==> src/rtl/rbw_pkg.sv <==
// shared types and constants of the rollback input window
`timescale 1ns / 1ps
package rbw_pkg;
   localparam int WINDOW_DEPTH = 128;
   localparam int SLOT_BITS = $clog2(WINDOW_DEPTH);

   typedef struct packed {
      logic [15:0] loc;
      logic [15:0] rem;
      logic        lok;
      logic        rok;
      logic        rgs;
      logic        wrg;
   } record_type;

   typedef enum logic [2:0] {
      MODE_SET_LOCAL  = 3'd0,
      MODE_CONFIRM    = 3'd1,
      MODE_PREDICT    = 3'd2,
      MODE_READ       = 3'd3,
      MODE_FIND       = 3'd4,
      MODE_CLEAR      = 3'd5,
      MODE_SPARE_A    = 3'd6,
      MODE_SPARE_B    = 3'd7
   } mode_type;

   typedef enum logic [1:0] {
      ST_IDLE,
      ST_SHIFT,
      ST_SCAN,
      ST_DONE
   } state_type;
endpackage

==> src/rtl/rbw_cell.sv <==
// one window slot of the record chain
`timescale 1ns / 1ps
module rbw_cell (
   input  logic               clock,
   input  logic               reset,
   input  logic               adv,
   input  rbw_pkg::record_type rec_in,
   output rbw_pkg::record_type rec_out
);
   rbw_pkg::record_type rec_ff;

   always_ff @(posedge clock) begin
      if (reset) begin
         rec_ff <= '0;
      end else if (adv) begin
         rec_ff <= rec_in;
      end
   end

   assign rec_out = rec_ff;
endmodule

==> config.mk <==
export PLATFORM = sky130hd
export DESIGN_NAME = rbw_cell
export DESIGN_NICKNAME = d
export VERILOG_FILES = /design/src/rtl/rbw_pkg.sv /design/src/rtl/rbw_cell.sv
export SDC_FILE = /design/constraint.sdc
export NUM_CORES = 1
export LEC_CHECK = 0
export BUFFER_PORTS_ARGS = -buffer_cell sky130_fd_sc_hd__buf_2
export CORE_MARGIN = 1
export CORE_UTILIZATION = 30
export CTS_BUF_LIST = sky130_fd_sc_hd__clkbuf_8
export DETAILED_ROUTE_END_ITERATION = 7
export PLACE_DENSITY_LB_ADDON = 0.2
export SLEW_MARGIN = 40
export SYNTH_ARGS = -nofsm -noshare
export SYNTH_HDL_FRONTEND = slang
export SYNTH_SLANG_ARGS = --single-unit
==> constraint.sdc <==
create_clock -name clock -period 1.3 [get_ports clock]
set_input_delay 0.26 -clock clock [delete_from_list [all_inputs] [get_ports clock]]
set_output_delay 0.26 -clock clock [all_outputs]
set_load 0.01 [all_outputs]
---- Word-level counts from Yosys, hierarchy flattened ----
Cells that the tools add are included.
word-level totals
  bits in registers ....................... 36
  output and inout port bits .............. 36
  word-level logic and storage cells ...... 6

---- Longest topological paths before layout ----
  depth in word-level cells ............... 0
  depth in mapped cells ................... 4
  depth with buffers taken out ............ 2

---- Least setup slack after synthesis ----
OpenSTA, ideal clock, no wires.
  path type ............................... input to register
  start point ............................. input adv
  end point ............................... register rec_ff, in the netlist rec_out[10]
  library setup time ...................... 0.117 ns
  arrival ................................. 0.761 ns
  required time ........................... 1.183 ns
  setup slack ............................. 0.422 ns
  stages on the path ...................... 4
  path buffers ............................ 2
  cells stage by stage .................... buf_6 > buf_12 > mux2i_1 > nor2_1
RTL lines
  item                  RTL line        source
  from (decl)           rbw_cell.sv:6   input logic adv,
  to (signal assigned)  rbw_cell.sv:16  rec_ff <= rec_in;
  to (decl)             rbw_cell.sv:10  rbw_pkg::record_type rec_ff;

---- Worst setup path after layout ----
  start point ............................. register rec_ff, in the netlist rec_out[1]
  end point ............................... output rec_out[1] (netlist bit)
RTL lines
  item       RTL line       source
  to (decl)  rbw_cell.sv:8  output rbw_pkg::record_type rec_out
No word-level cell between the ends.

==> reports/summary.txt <==
Initial Util = 32.0%
crit path buf inv count = 1
Tcrit/Tclk final = 78.5%
sequential share of the synthesized area = 55.2%
most frequent cells in the layout = buf_2 (74), mux2i_1 (36), nor2_1 (36), dfxtp_1 (36), clkbuf_8 (6)
post-CTS setup buffer count = 0
DRT Wirelength = 2670 um
clk sinks = 36
average cell area after synthesis = 11.3 um^2
worst-path maximum fanout = 2
GRT Resource Usage Total = 12.3%
max reg flops = 36
vias = 1028
Tmin final = 1.02 ns
worst-case clock skew = 0 ns
Site Rows = 23
VDD IR max = 0.613 mV
dpl ws = 0.234 ns
worst hold path type = in -> reg
post-cts gate resize count = 0
Max Cap Viol = 0
syn_nets = 155
fillers = 404
vias in the first global route = 985
DRC violations left = 0
kind of critical path = reg -> out
cts-stage hold buffer count = 0
H-tree levels = 2
Area growth, synth to finish = 36.2%
Pwr Total = 2.28 mW
# IOs = 75
Fin Hold WS = 0.217 ns
RSZ-0062 raised after global routing = false
Mapped Cells = 116
global-route wire length before repair = 4110 um
Yosys reg bits = 36
Slew headroom = 80.5%
Clk pin slew, worst setup/hold paths = 0.06 ns
Core Region = 0.00409 mm^2
Num CTS Buffers = 5
mean number of vias per cell = 4.25
ANT nets after route = 0
share of cells above drive strength 1 = 42.7%
CTS root buf = clkbuf_8
CTS tree = done
Final HPWL DP = 1990 um
largest stage delay on the critical path = 0.35 ns
CP cell instances = buf_2
worst slew pin tran = 0.293 ns
clock insertion delay at the later pin of the skew report = 0.27 ns
Final Hold Viols = 0
WP data arrival = 0.76 ns
Vert. Die Dim = 68.0 um
Top Family by Delay on Critical Path = flip-flops
die area = 0.00462 mm^2
slowest CP cell = dfxtp_1
CP Capture Type = output pin
pwr/cell area = 1280 mW/mm^2
Cell variety after synth = 7
most common cell after layout, fill and taps aside = buf_2
routed len/inst = 11.0 um
Pre-antenna DRT Iters = 4
startpoint types = flop
Setup TNS = 0 ns
Final Setup Violations = 0
setup ws final = 0.279 ns
largest net degree at the start of global routing = 37
die width = 68.0 um
Slew Limit Fails = 0
placer's final routability congestion estimate = 0.617
Yosys Warn Count = 0
initial DRC count = 25
remaining global-route overflow = 0
# diodes = 0
Cell Area, Synth = 0.00131 mm^2
port bufs = 74
status = finished clean
Leak Pwr = 0.979 nW
Final #Nets = 230
initial antenna violation count = 0
CTS Buffer Depth = 2
critical path required time = 1.04 ns
Final Util = 43.5%
Max Fclk = 0.980 GHz
## per-layer routing
layer	vias to the layer above	GRT usage, %	part of all wire [%]
met1	446	13.1	41
met4	0	5.47	1.8
met2	49	20.3	47
met3	4	6.17	9.5
met5	-	0	0
li1	529	-	-
## power by group
part / switching [mW] / internal [mW] / total, mW
combinational: 0.151 / 0.159 / 0.310
clock: 0.353 / 0.416 / 0.768
sequential: 0.0307 / 1.17 / 1.20
total: 0.534 / 1.74 / 2.28
## cells by family (layout without fill, tap and decap cells)
| group | after synthesis | after routing | synth area share [%] |
|---|---|---|---|
| DFF | 36 | 36 | 55.2 |
| muxes | 36 | 36 | 27.6 |
| buffers and inverters | 8 | 84 | 6.90 |
| and+or+nand+nor | 36 | 36 | 10.3 |
## cells in the mapped netlist (all sizes together)
cell	n	area (um^2)
mux2i	36	360
dfxtp	36	721
nor2	36	135
buf	7	86.3
clkbuf	1	3.75
## layout make-up
| class | count | area (um^2) | share of cell area, % |
|---|---|---|---|
| well taps | 50 | 62.6 | 3.52 |
| clock inverters | 2 | 7.51 | 0.422 |
| flip-flops and latches | 36 | 721 | 40.5 |
| multi-input cells | 72 | 495 | 27.8 |
| clock buffers | 6 | 82.6 | 4.64 |
| repair buffers | 76 | 410 | 23.1 |
## metrics by stage
| stage | area (um^2) | cells |
|---|---|---|
| finish | 1780 | 242 |
| global route | 1780 | 242 |
| CTS | 1780 | 242 |
| detailed placement | 1690 | 234 |
| global placement | 1690 | 234 |
| floorplan | 1310 | 116 |
## path summary, 6_finish.rpt
path                     from          end  slack, ns  cells past startpoint
setup / recovery   rec_out[1]   rec_out[1]       0.28                      1
hold / removal      rec_in[9]   rec_out[9]       0.22                      3
setup reg to reg  rec_out[26]  rec_out[26]       0.65                      2
hold reg to reg    rec_out[9]   rec_out[9]       0.49                      2
No activity file was read; power rests on OpenSTA's default activity.
